[config.mk]
export PLATFORM = sky130hd
export DESIGN_NAME = multi_slot_tick_timer_table
export DESIGN_NICKNAME = d
export VERILOG_FILES = /design/src/rtl/mstt_pkg.sv /design/src/rtl/multi_slot_tick_timer_table.sv
export SDC_FILE = /design/constraint.sdc
export NUM_CORES = 1
export LEC_CHECK = 0
export ABC_CLOCK_PERIOD_IN_PS = 3500
export BUFFER_PORTS_ARGS = -buffer_cell sky130_fd_sc_hd__buf_2
export CORE_AREA = 2 2 198 395
export DETAILED_ROUTE_END_ITERATION = 10
export DIE_AREA = 0 0 200 397
export GPL_ROUTABILITY_DRIVEN = 0
export GPL_TIMING_DRIVEN = 1
export PLACE_DENSITY = 0.67
export RECOVER_POWER = 100
export SKIP_LAST_GASP = 1
export SYNTH_ARGS = -nofsm -noshare
export SYNTH_HDL_FRONTEND = slang
export SYNTH_SLANG_ARGS = --single-unit
export TNS_END_PERCENT = 50
[constraint.sdc]
create_clock -name clk -period 3.5 [get_ports clk]
set_clock_uncertainty 0.05 [all_clocks]
set_input_delay 0.7 -clock clk [delete_from_list [all_inputs] [get_ports clk]]
set_output_delay 0.7 -clock clk [all_outputs]
set_load 0.01 [all_outputs]
[src/rtl/mstt_pkg.sv]
// ----------------------------------------------------------------------------
// mstt_pkg: shared types and constants for the tick timer table
// Function codes, sequencer states and default sizes.
// ----------------------------------------------------------------------------
package mstt_pkg;

  localparam int SLOT_COUNT_DEF = 32;
  localparam int TICK_WIDTH_DEF = 8;

  localparam int FUNC_W   = 2;
  localparam int PERIOD_W = 8;
  localparam int REP_W    = 8;
  localparam int HANDLE_W = 6;

  typedef enum logic [FUNC_W-1:0] {
    FUNC_TICK       = 2'd0,
    FUNC_SCHEDULE   = 2'd1,
    FUNC_CANCEL     = 2'd2,
    FUNC_CANCEL_ALL = 2'd3
  } func_t;

  typedef enum logic [2:0] {
    ST_IDLE,
    ST_TICK_SCAN,
    ST_TICK_EMIT,
    ST_SCHED_SCAN,
    ST_RESULT
  } state_t;

endpackage

[src/rtl/multi_slot_tick_timer_table.sv]
// ----------------------------------------------------------------------------
// multi_slot_tick_timer_table: table of one-shot / periodic / counted timers
// Slot state lives in small memories swept by one shared decrement unit.
// ----------------------------------------------------------------------------
// Usage:
//   Input channel (in_valid / in_stall) carries one command per transfer:
//   tick, schedule, cancel one slot, or cancel all. Output channel
//   (out_valid / out_stall) returns result transfers; last marks the final
//   result of a command and any_active tells if any slot is busy afterward.
//   One command is in work at a time; in_stall is high until it completes.
//   Tick: the decrement unit sweeps all slots, one per cycle, through the
//   slot memories (one read port, one write port, registered read), then a
//   second sweep over the fired flags, stopping at the highest fired slot,
//   emits one result per fired slot in ascending order (or one status
//   result). Schedule: a sweep of the busy flags finds the lowest free
//   slot. Zero period, cancel and cancel-all skip the sweeps and go
//   straight to the result state.
//   A result sits in the output register while out_stall is high; the
//   sequencer waits for it to drain before loading the next one.
//   Reset clears all busy flags (every slot free) and the sequencer.
// ----------------------------------------------------------------------------
module multi_slot_tick_timer_table #(
  parameter int SLOT_COUNT = mstt_pkg::SLOT_COUNT_DEF,
  parameter int TICK_WIDTH = mstt_pkg::TICK_WIDTH_DEF
) (
  input  logic                          clk,
  input  logic                          rst,
  // command channel
  input  logic                          in_valid,
  output logic                          in_stall,
  input  logic [mstt_pkg::FUNC_W-1:0]   func,
  input  logic [mstt_pkg::PERIOD_W-1:0] period_ticks,
  input  logic [mstt_pkg::REP_W-1:0]    repeat_count,
  input  logic [mstt_pkg::HANDLE_W-1:0] slot_handle,
  // result channel
  output logic                          out_valid,
  input  logic                          out_stall,
  output logic [mstt_pkg::HANDLE_W-1:0] slot,
  output logic                          fired,
  output logic                          error,
  output logic                          last,
  output logic                          any_active
);

  localparam int IDX_W = (SLOT_COUNT > 1) ? $clog2(SLOT_COUNT) : 1;
  localparam int CNT_W = $clog2(SLOT_COUNT + 1);
  localparam int PW    = (TICK_WIDTH > mstt_pkg::PERIOD_W) ? TICK_WIDTH : mstt_pkg::PERIOD_W;
  localparam logic [PW-1:0] TICK_MAX = PW'((64'd1 << TICK_WIDTH) - 64'd1);
  localparam logic [CNT_W-1:0] SLOTS = CNT_W'(SLOT_COUNT);

  // slot memories (busy flags in flops gate every read)
  logic [TICK_WIDTH-1:0]        slot_period       [SLOT_COUNT];
  logic [TICK_WIDTH-1:0]        slot_remaining    [SLOT_COUNT];
  logic [mstt_pkg::REP_W-1:0]   slot_repeats_left [SLOT_COUNT];

  mstt_pkg::state_t state, state_next;

  logic [CNT_W-1:0]            scan_cnt, scan_cnt_next;
  logic                        p_valid, p_valid_next;
  logic [IDX_W-1:0]            p_idx;
  logic [SLOT_COUNT-1:0]       busy, busy_next;
  logic [CNT_W-1:0]            busy_cnt, busy_cnt_next;
  logic [SLOT_COUNT-1:0]       fire_bits, fire_bits_next;
  logic                        any_fire, any_fire_next;
  logic [IDX_W-1:0]            last_fire_idx, last_fire_idx_next;
  logic [TICK_WIDTH-1:0]       req_period;
  logic [mstt_pkg::REP_W-1:0]  req_reps;
  logic [mstt_pkg::HANDLE_W-1:0] res_slot, res_slot_next;
  logic                        res_error, res_error_next;

  // registered memory read data
  logic [TICK_WIDTH-1:0]       rd_period, rd_rem;
  logic [mstt_pkg::REP_W-1:0]  rd_rep;
  logic [IDX_W-1:0]            rd_addr;

  // memory write port
  logic                        we_per, we_rem, we_rep;
  logic [IDX_W-1:0]            waddr;
  logic [TICK_WIDTH-1:0]       wd_per, wd_rem;
  logic [mstt_pkg::REP_W-1:0]  wd_rep;

  // output register load
  logic                        out_load, out_free;
  logic [mstt_pkg::HANDLE_W-1:0] slot_next;
  logic                        fired_next, error_next, last_next;

  logic                        in_xfer;
  logic [PW-1:0]               period_ext, period_satw;
  logic [TICK_WIDTH-1:0]       period_sat;
  logic                        handle_ok;
  logic [IDX_W-1:0]            handle_idx, scan_idx;

  assign in_stall = (state != mstt_pkg::ST_IDLE);
  assign in_xfer  = in_valid && !in_stall;
  assign out_free = !out_valid || !out_stall;

  // period clipped to the counter range when the counter is narrow
  assign period_ext  = PW'(period_ticks);
  assign period_satw = (period_ext > TICK_MAX) ? TICK_MAX : period_ext;
  assign period_sat  = period_satw[TICK_WIDTH-1:0];

  assign handle_ok  = ({1'b0, slot_handle} < (mstt_pkg::HANDLE_W+1)'(SLOT_COUNT));
  assign handle_idx = IDX_W'(slot_handle);
  assign scan_idx   = scan_cnt[IDX_W-1:0];
  assign rd_addr    = scan_idx;

  // sequencer: next state, table updates, result loading
  always_comb begin
    state_next         = state;
    scan_cnt_next      = scan_cnt;
    p_valid_next       = 1'b0;
    busy_next          = busy;
    busy_cnt_next      = busy_cnt;
    fire_bits_next     = fire_bits;
    any_fire_next      = any_fire;
    last_fire_idx_next = last_fire_idx;
    res_slot_next      = res_slot;
    res_error_next     = res_error;
    we_per             = 1'b0;
    we_rem             = 1'b0;
    we_rep             = 1'b0;
    waddr              = p_idx;
    wd_per             = req_period;
    wd_rem             = req_period;
    wd_rep             = req_reps;
    out_load           = 1'b0;
    slot_next          = res_slot;
    fired_next         = 1'b0;
    error_next         = res_error;
    last_next          = 1'b1;

    case (state)
      mstt_pkg::ST_IDLE: begin
        if (in_xfer) begin
          case (mstt_pkg::func_t'(func))
            mstt_pkg::FUNC_TICK: begin
              scan_cnt_next  = '0;
              fire_bits_next = '0;
              any_fire_next  = 1'b0;
              state_next     = mstt_pkg::ST_TICK_SCAN;
            end
            mstt_pkg::FUNC_SCHEDULE: begin
              if (period_sat == '0) begin
                res_slot_next  = '0;
                res_error_next = 1'b1;
                state_next     = mstt_pkg::ST_RESULT;
              end else begin
                scan_cnt_next = '0;
                state_next    = mstt_pkg::ST_SCHED_SCAN;
              end
            end
            mstt_pkg::FUNC_CANCEL: begin
              if (handle_ok && busy[handle_idx]) begin
                busy_next[handle_idx] = 1'b0;
                busy_cnt_next         = busy_cnt - 1'b1;
              end
              res_slot_next  = slot_handle;
              res_error_next = 1'b0;
              state_next     = mstt_pkg::ST_RESULT;
            end
            default: begin  // cancel all
              busy_next      = '0;
              busy_cnt_next  = '0;
              res_slot_next  = '0;
              res_error_next = 1'b0;
              state_next     = mstt_pkg::ST_RESULT;
            end
          endcase
        end
      end

      mstt_pkg::ST_TICK_SCAN: begin
        // issue stage: one memory read per cycle
        if (scan_cnt < SLOTS) begin
          p_valid_next  = 1'b1;
          scan_cnt_next = scan_cnt + 1'b1;
        end
        // update stage: shared decrement / reload unit
        if (p_valid && busy[p_idx]) begin
          if (rd_rem > TICK_WIDTH'(1)) begin
            we_rem = 1'b1;
            wd_rem = rd_rem - 1'b1;
          end else begin
            fire_bits_next[p_idx] = 1'b1;
            any_fire_next         = 1'b1;
            last_fire_idx_next    = p_idx;
            if (rd_rep == mstt_pkg::REP_W'(1)) begin
              busy_next[p_idx] = 1'b0;
              busy_cnt_next    = busy_cnt - 1'b1;
            end else begin
              we_rem = 1'b1;
              wd_rem = rd_period;
              we_rep = 1'b1;
              wd_rep = (rd_rep != '0) ? rd_rep - 1'b1 : rd_rep;
            end
          end
        end
        if (!(scan_cnt < SLOTS) && !p_valid) begin
          scan_cnt_next = '0;
          state_next    = mstt_pkg::ST_TICK_EMIT;
        end
      end

      mstt_pkg::ST_TICK_EMIT: begin
        if (!any_fire) begin
          // nothing fired: single status result
          if (out_free) begin
            out_load   = 1'b1;
            slot_next  = '0;
            error_next = 1'b0;
            state_next = mstt_pkg::ST_IDLE;
          end
        end else if (fire_bits[scan_idx]) begin
          if (out_free) begin
            out_load   = 1'b1;
            slot_next  = mstt_pkg::HANDLE_W'(scan_idx);
            fired_next = 1'b1;
            error_next = 1'b0;
            last_next  = (scan_idx == last_fire_idx);
            if (scan_idx == last_fire_idx) begin
              state_next = mstt_pkg::ST_IDLE;
            end else begin
              scan_cnt_next = scan_cnt + 1'b1;
            end
          end
        end else begin
          scan_cnt_next = scan_cnt + 1'b1;
        end
      end

      mstt_pkg::ST_SCHED_SCAN: begin
        if (scan_cnt < SLOTS) begin
          if (!busy[scan_idx]) begin
            we_per                  = 1'b1;
            we_rem                  = 1'b1;
            we_rep                  = 1'b1;
            waddr                   = scan_idx;
            busy_next[scan_idx]     = 1'b1;
            busy_cnt_next           = busy_cnt + 1'b1;
            res_slot_next           = mstt_pkg::HANDLE_W'(scan_idx);
            res_error_next          = 1'b0;
            state_next              = mstt_pkg::ST_RESULT;
          end else begin
            scan_cnt_next = scan_cnt + 1'b1;
          end
        end else begin
          // table full
          res_slot_next  = '0;
          res_error_next = 1'b1;
          state_next     = mstt_pkg::ST_RESULT;
        end
      end

      mstt_pkg::ST_RESULT: begin
        if (out_free) begin
          out_load   = 1'b1;
          state_next = mstt_pkg::ST_IDLE;
        end
      end

      default: begin
        state_next = mstt_pkg::ST_IDLE;
      end
    endcase
  end

  always_ff @(posedge clk) begin
    if (rst) begin
      state    <= mstt_pkg::ST_IDLE;
      scan_cnt <= '0;
      p_valid  <= 1'b0;
      busy     <= '0;
      busy_cnt <= '0;
      any_fire <= 1'b0;
    end else begin
      state    <= state_next;
      scan_cnt <= scan_cnt_next;
      p_valid  <= p_valid_next;
      busy     <= busy_next;
      busy_cnt <= busy_cnt_next;
      any_fire <= any_fire_next;
    end
  end

  // payload registers
  always_ff @(posedge clk) begin
    fire_bits     <= fire_bits_next;
    last_fire_idx <= last_fire_idx_next;
    res_slot      <= res_slot_next;
    res_error     <= res_error_next;
    p_idx         <= rd_addr;
    if (in_xfer) begin
      req_period <= period_sat;
      req_reps   <= repeat_count;
    end
  end

  // slot memories: one write port, one registered read port
  always_ff @(posedge clk) begin
    if (we_per) begin
      slot_period[waddr] <= wd_per;
    end
    if (we_rem) begin
      slot_remaining[waddr] <= wd_rem;
    end
    if (we_rep) begin
      slot_repeats_left[waddr] <= wd_rep;
    end
    rd_period <= slot_period[rd_addr];
    rd_rem    <= slot_remaining[rd_addr];
    rd_rep    <= slot_repeats_left[rd_addr];
  end

  // output register
  always_ff @(posedge clk) begin
    if (rst) begin
      out_valid <= 1'b0;
    end else if (out_load) begin
      out_valid <= 1'b1;
    end else if (!out_stall) begin
      out_valid <= 1'b0;
    end
  end

  always_ff @(posedge clk) begin
    if (out_load) begin
      slot       <= slot_next;
      fired      <= fired_next;
      error      <= error_next;
      last       <= last_next;
      any_active <= (busy_cnt != '0);
    end
  end

endmodule

==> summary.md, run 1 <==
| Metric | Value |
|---|---|
| Status | finished, violations left |
| Failing checks | capacitance limit, slew limit |
| Area growth from synthesis to layout | 13.4% |
| Die Span X | around 200 um |
| Register area share after synthesis | 70.6% |
| Worst Path Arrival | roughly 3.7 ns |
| Diodes inserted | 0 |
| Main area contributors after synthesis | edfxtp_1 66%, mux4_2 12%, dfxtp_1 4.2% |
| Wire length reported by the detailed router | 95400 um |
| Final setup fails | 0 |
| Core area | 76600 um2 |
| Sw frac | between 20 and 25% |
| Synth top area share | 66.5% |
| Worst vdd ir | approximately 0.55 mV |
| Via count | roughly 22000 |
| DRC Markers | 0 |
| Max Fanout on Critical Path | 8 |
| Worst slew pin tran | about 1.7 ns |
| Clock root buffer | clkbuf_16 |
| TritonCTS clock tree | built |
| Post-DP HPWL | slightly above 60000 um |
| Most instantiated cells after synthesis | 838 x edfxtp_1, 201 x mux4_2, 193 x nor2_1, 133 x a21oi_1, 99 x a22oi_1 |
| Row Count | roughly 140 |
| Dpl cells | ~3300 |
| Worst-skew pair later-pin latency | between 0.6 and 0.7 ns |
| Clock buffer depth | 3 |
| XOR/XNOR share of the synthesized area | less than 1% |
| Slew margin rel. | -15.5% |
| Critical path class | reg2reg |
| Largest family of logic cells by synthesized area | multiplexers |
| Max Slew Vio Count | approximately 240 |
| Post-synthesis compound-gate area fraction | around 7.5% |
| Initial antenna violation count | 0 |
| Worst-path clk slew | 0.06 ns |
| Logic pwr share | approximately 6.6% |
| Synth Area in Adders | less than 1% |
| First-pass GRT wire length | 141000 um |
| Syn_area_per_cell | ~17 um2 |
| Syn_nets | between 2000 and 2500 |
| Setup TNS | 0 ns |
| Static Leakage | 0.0132 uW |
| GRT Util Overall | 24.4% |
| Vias in the first global route | about 22000 |
| Pin count of the biggest net entering global routing | around 110 |
| CP startpoint kind | register |
| Critical Path RT | between 3 and 4 ns |
| Routed len/inst | about 28 um |
| Post-Synth Simple-Gate Area | under 10% |
| Detailed Routing Iterations Pass 1 | 7 |
| Initial drt markers | 2568 |
| Share of layout cells above drive strength 1 | roughly a quarter |
| Fillers | approximately 5800 |
| CTS Hold Bufs | 0 |
| HP Class | in2reg |
| Cell variety after synth | 83 |
| Period utilization | 99.4% |
| Fmax | about 0.29 GHz |
| Clock power frac | 39.7% |
| Part of the power in registers | approximately 54% |
| Fraction of synthesized area in multiplexers | ~14% |
| Die area | roughly 79000 um2 |
| Net switching power | 5110 uW |
| Synth warnings | 0 |
| Initial Utilization | approximately half |
| Post-synth top flop | edfxtp_1 |
| Final Hold Fails | 0 |
| Non-Filler Instances | ~3400 |
| CTS buffer count | between 70 and 80 |
| Die Span Y | 397 um |
| Pint | 17900 uW |
| Unrepaired setup endpoints after global routing | true |
| #FFs+latches synth | roughly 920 |
| Register area | ~27000 um2 |
| Via/cell ratio | ~6.3 |
| Multi-input gate area | between 10000 and 15000 um2 |
| CTS sink count | between 900 and 1000 |
| Synth Instances | ~2200 |
| # IOs | 40 |
| Grt total ovfl | 0 |
| Buffers on Ports | 39 |
| Post-synth EDFFs | 838 |
| Minimum clock period | roughly 3.5 ns |
| Max-cap violation count | 7 |
| Hold Slack | between 0.15 and 0.2 ns |
| Nets | roughly 2400 |
| Netlist Area Pre-Place | 37900 um2 |
| Share of flip-flops with an asynchronous set or reset | 0% |
| Crit. End Element | register |
| Pwr Density | 536 nW/um2 |
| Top-count cell post-synth | edfxtp_1 |
| Synth area leader | edfxtp_1 |
| Final antenna-violating net count | 0 |
| H-tree Lvls | 3 |
[flip-flops by register name, summed over array words and instances (netlist names), 8 cells and up]
register / flops
req_period: 8
slot_remaining: 256
slot_period: 256
fire_bits: 32
slot_repeats_left: 256
req_reps: 8
rd_rem: 8
busy: 32
rd_period: 8
rd_rep: 8
[worst paths after layout]
path / startpoint / end / slack [ns] / depth (start not counted)
max: p_idx[3] / slot_repeats_left[12][4] / 0.02 / 9
min reg2reg: busy_cnt[5] / busy_cnt[5] / 0.46 / 1
max reg2reg: p_idx[3] / slot_repeats_left[12][4] / 0.02 / 9
min: repeat_count[7] / req_reps[7] / 0.17 / 1
[worst max-delay path, cell delays in order, from the launching register on]
cell	delay, ns
dfxtp_1	0.49
or3b_2	0.49
o22a_1	0.18
o21ai_1	0.26
o41ai_4	0.15
nor3_4	0.24
buf_12	0.16
a32oi_2	0.07
buf_12	0.19
nor2_1	0.80
[cell families (layout without fill, tap and decap cells)]
family / after synthesis / in the layout
XOR/XNOR: 15 / 15
buffers and inverters: 172 / 382
AND/OR/NAND/NOR: 424 / 424
AO/OA/AOI/OAI: 406 / 406
multiplexers: 264 / 264
adder cells (fa/ha/maj): 11 / 11
flip-flops: 917 / 917
[per-layer routing]
layer / up-vias / share of wire, % / track usage [%]
li1: 9276 / - / -
met5: - / 0 / 0
met4: 0 / 4.1 / 9.58
met2: 1005 / 50 / 40.1
met1: 11121 / 39 / 32.8
met3: 204 / 7.0 / 3.65
[area by class of cell]
type	instances	share of cell area, %
clock inverters	39	1.05
inverters	21	0.184
multi-input cells	1120	24.4
well taps	1022	2.98
repair buffers	216	3.84
flip-flops and latches	917	62.3
clock buffers	106	5.21
[power groups by stage]
stage               clock [uW]  combinational, uW  sequential, uW
finish                    9130               1530           12400
global placement             0               1500           12600
global route              9630               1650           12400
CTS                       9250               1540           12300
detailed placement           0               1540           12600
floorplan                    0                917           12600
[stage by stage]
stage	power, uW	worst slack (ns)	cell area, um2	util (%)
after floorplan	13500	0.0922	37900	-
after global placement	14100	-0.244	40300	52.6
after detailed placement	14100	-0.272	40300	52.6
after CTS	23100	-0.0704	43000	56.1
after global routing	23600	-0.0778	42900	56.0
final	23000	0.0226	42900	56.0
[placed cells by master, fill, tap and decap left out, types with 14 or more instances in the layout]
master / instances
edfxtp_1: 838
mux2i_1: 44
a21oi_1: 121
buf_12: 19
a211oi_1: 36
clkinv_2: 16
dfxtp_1: 77
clkbuf_1: 55
nor2b_1: 14
a41oi_1: 33
a22o_1: 15
nand4_1: 27
nand2_1: 70
mux4_2: 201
a22oi_1: 99
inv_1: 18
o22ai_1: 20
nor3_1: 20
buf_4: 125
clkbuf_16: 83
nand3_1: 17
buf_2: 20
nor2_1: 184
[repair_timing]
item / CTS / global route
endpoints found under the setup margin: 355 / 282
pin swaps: 1 / 1
gates resized for setup: 3 / 7
setup buffers: 1 / 6
(Power assumes the default switching activity.)
==> run 2, diff against run 1 <==
- PLACE_DENSITY: 0.67 -> not set
- PLACE_DENSITY_LB_ADDON: not set -> 0.25
==> summary.md, run 2 (synthesis results as in run 1) <==
| Metric | Value |
|---|---|
| Initial drt markers | 2101 (was 2568) |
| Initial antenna violation count | 0 (unchanged) |
| Critical path class | reg2reg (unchanged) |
| Sw frac | 22.4% (was 22.2%) |
| Most common cell after layout, fill and taps aside | edfxtp_1 (unchanged) |
| Hold path start | repeat_count[1] (was repeat_count[7]) |
| Slew margin rel. | 38.6% (was -15.5%) |
| Period utilization | 101% (was 99.4%) |
| Final Hold Fails | 0 (unchanged) |
| Routed len/inst | 27.5 um (was 27.7 um) |
| Most frequent cells in the layout | 838 x edfxtp_1, 201 x mux4_2, 175 x nor2_1 (was 838 x edfxtp_1, 201 x mux4_2, 184 x nor2_1) |
| Part of the power in registers | 54.2% (was 53.7%) |
| CTS Hold Bufs | 0 (unchanged) |
| Final setup fails | 55 (was 0) |
| Diodes inserted | 0 (unchanged) |
| Fmax | 0.282 GHz (was 0.288 GHz) |
| Net switching power | 5100 uW (was 5110 uW) |
| Clock power frac | 39.1% (was 39.7%) |
| Vias in the first global route | 21355 (was 21594) |
| Max-cap violation count | 0 (was 7) |
| CTS sink count | 917 (unchanged) |
| Wire length reported by the detailed router | 94700 um (was 95400 um) |
| CP startpoint kind | register (unchanged) |
| Fin area | 43000 um2 (was 42900 um2) |
| Worst-path clk slew | 0.07 ns (was 0.06 ns) |
| Grt total ovfl | 0 (unchanged) |
| Max Slew Vio Count | 0 (was 237) |
| Hold-critical path depth | 1 (unchanged) |
| Fillers | 5867 (was 5822) |
| H-tree Lvls | 3 (unchanged) |
| Worst Path Arrival | 3.83 ns (was 3.70 ns) |
| Place WS | -0.355 ns (was -0.272 ns) |
| Nets | 2390 (was 2393) |
| Row Count | 144 (unchanged) |
| FF-to-FF path depth | 9 (unchanged) |
| Failing checks | setup timing (was capacitance limit, slew limit) |
| CTS buffer count | 79 (was 78) |
| Die Span X | 200 um (unchanged) |
| Worst vdd ir | 0.484 mV (was 0.550 mV) |
| Worst-skew pair later-pin latency | 0.67 ns (was 0.66 ns) |
| Die Span Y | 397 um (unchanged) |
| Critical Path RT | 3.79 ns (was 3.72 ns) |
| DRC Markers | 0 (unchanged) |
| Max Fanout on Critical Path | 12 (was 8) |
| Unrepaired setup endpoints after global routing | true (unchanged) |
| TritonCTS clock tree | built (unchanged) |
| Logic pwr share | 6.7% (was 6.6%) |
| Static Leakage | 0.0133 uW (was 0.0132 uW) |
| Final antenna-violating net count | 0 (unchanged) |
| Pint | 17700 uW (was 17900 uW) |
| Status | finished, violations left (unchanged) |
| Placed Instance Area | 40200 um2 (was 40300 um2) |
| Largest registers | slot_period x256, slot_remaining x256, slot_repeats_left x256 (unchanged) |
| HP Class | in2reg (unchanged) |
| Worst setup margin | -0.0427 ns (was 0.0226 ns) |
| Via/cell ratio | 6.27 (was 6.28) |
| Clock buffer depth | 3 (unchanged) |
| Post-DP HPWL | 61200 um (was 60400 um) |
| Flop-to-flop setup slack | -0.04 ns (was 0.02 ns) |
| # IOs | 40 (unchanged) |
| Worst slew pin tran | 0.917 ns (was 1.73 ns) |
| GRT Util Overall | 24.4% (about the same) |
| Via count | 21540 (was 21606) |
| Minimum clock period | 3.54 ns (was 3.48 ns) |
| R2r startpoint | p_idx[1] (was p_idx[3]) |
| Worst Hold Path EP | req_reps[1] (was req_reps[7]) |
| Share of layout cells above drive strength 1 | 25.2% (was 23.6%) |
| Setup TNS | -1.35 ns (was 0 ns) |
| First-pass GRT wire length | 141000 um (about the same) |
| Pin count of the biggest net entering global routing | 113 (was 109) |
| Clock root buffer | clkbuf_16 (unchanged) |
| Detailed Routing Iterations Pass 1 | 7 (unchanged) |
| Initial Utilization | 49.4% (unchanged) |
| Pwr Density | 531 nW/um2 (was 536 nW/um2) |
| Area growth from synthesis to layout | 13.5% (was 13.4%) |
| Die area | 79400 um2 (unchanged) |
| Crit. End Element | register (unchanged) |
| Buffers on Ports | 39 (unchanged) |
| R2R Path End | slot_repeats_left[14][1] (was slot_repeats_left[12][4]) |
| Core area | 76600 um2 (unchanged) |
-- run 2: cell types whose count changed in the layout (fill, tap and decap cells not counted), sizes merged --
cell    previous run  this run
inv               26        27
buf              167       203
clkinv            21        34
clkbuf           155       101
bufinv             8         7
-- run 2: critical path: stages (launching register included) --
cell      delay [ns]
dfxtp_1         0.42
buf_4           0.27
mux2i_1         0.24
o22ai_1         0.10
o31a_1          0.29
o41ai_4         0.57
nor3_4          0.10
buf_12          0.16
a21boi_2        0.60
nor2_1          0.40
-- run 2: final cells by class --
cell class              count  area [um2]  share of cell area (%)
multi-input cells        1120       10600                    24.6
flip-flops and latches    917       26800                    62.2
clock inverters            52         493                    1.15
inverters                  21        78.8                   0.183
repair buffers            212        1690                    3.92
well taps                1022        1280                    2.98
clock buffers              92        2130                    4.96
-- run 2: routing by layer --
metal	GRT usage [%]	part of all wire [%]
met1	33.3	40
met2	40.1	50
met3	3.87	7.0
met4	8.29	3.2
met5	0	0
-- run 2: repair_timing --
action	CTS	global route
pin swaps	1	0
endpoints found under the setup margin	558	336
cloned	0	0
resized for setup	7	20
hold endpoints to repair	0	0
buffers inserted	1	0
-- run 2: how the worst max path moves through the flow --
stage | startpoint | to | slack [ns] | cells past startpoint
2_1_floorplan | rd_rem[4] | slot_repeats_left[0][4] | 0.09 | 8
3_3_place_gp | p_idx[1] | slot_repeats_left[12][0] | -0.25 | 9
3_5_place_dp | p_idx[1] | slot_remaining[22][0] | -0.35 | 8
4_1_cts | p_idx[3] | slot_remaining[28][1] | -0.13 | 9
5_1_grt | p_idx[3] | slot_remaining[12][6] | -0.10 | 9
6_report | p_idx[1] | slot_repeats_left[14][1] | -0.04 | 9
-- run 2: power by group through the flow --
stage               clock, uW  combinational [uW]  sequential (uW)
floorplan                   0                 917            12600
global placement            0                1500            12600
detailed placement          0                1520            12600
CTS                      9060                1530            12400
global route             9440                1660            12400
finish                   8920                1530            12400
-- run 2: metrics by stage --
stage	utilization, %	hold slack (ns)	cells	power [uW]
after detailed placement	52.5	0.412	3291	14100
after floorplan	-	0.317	2209	13500
after global placement	52.5	0.407	3291	14100
final	56.1	0.152	3436	22800
after global routing	56.1	0.137	3436	23500
after CTS	56.1	0.107	3436	23000
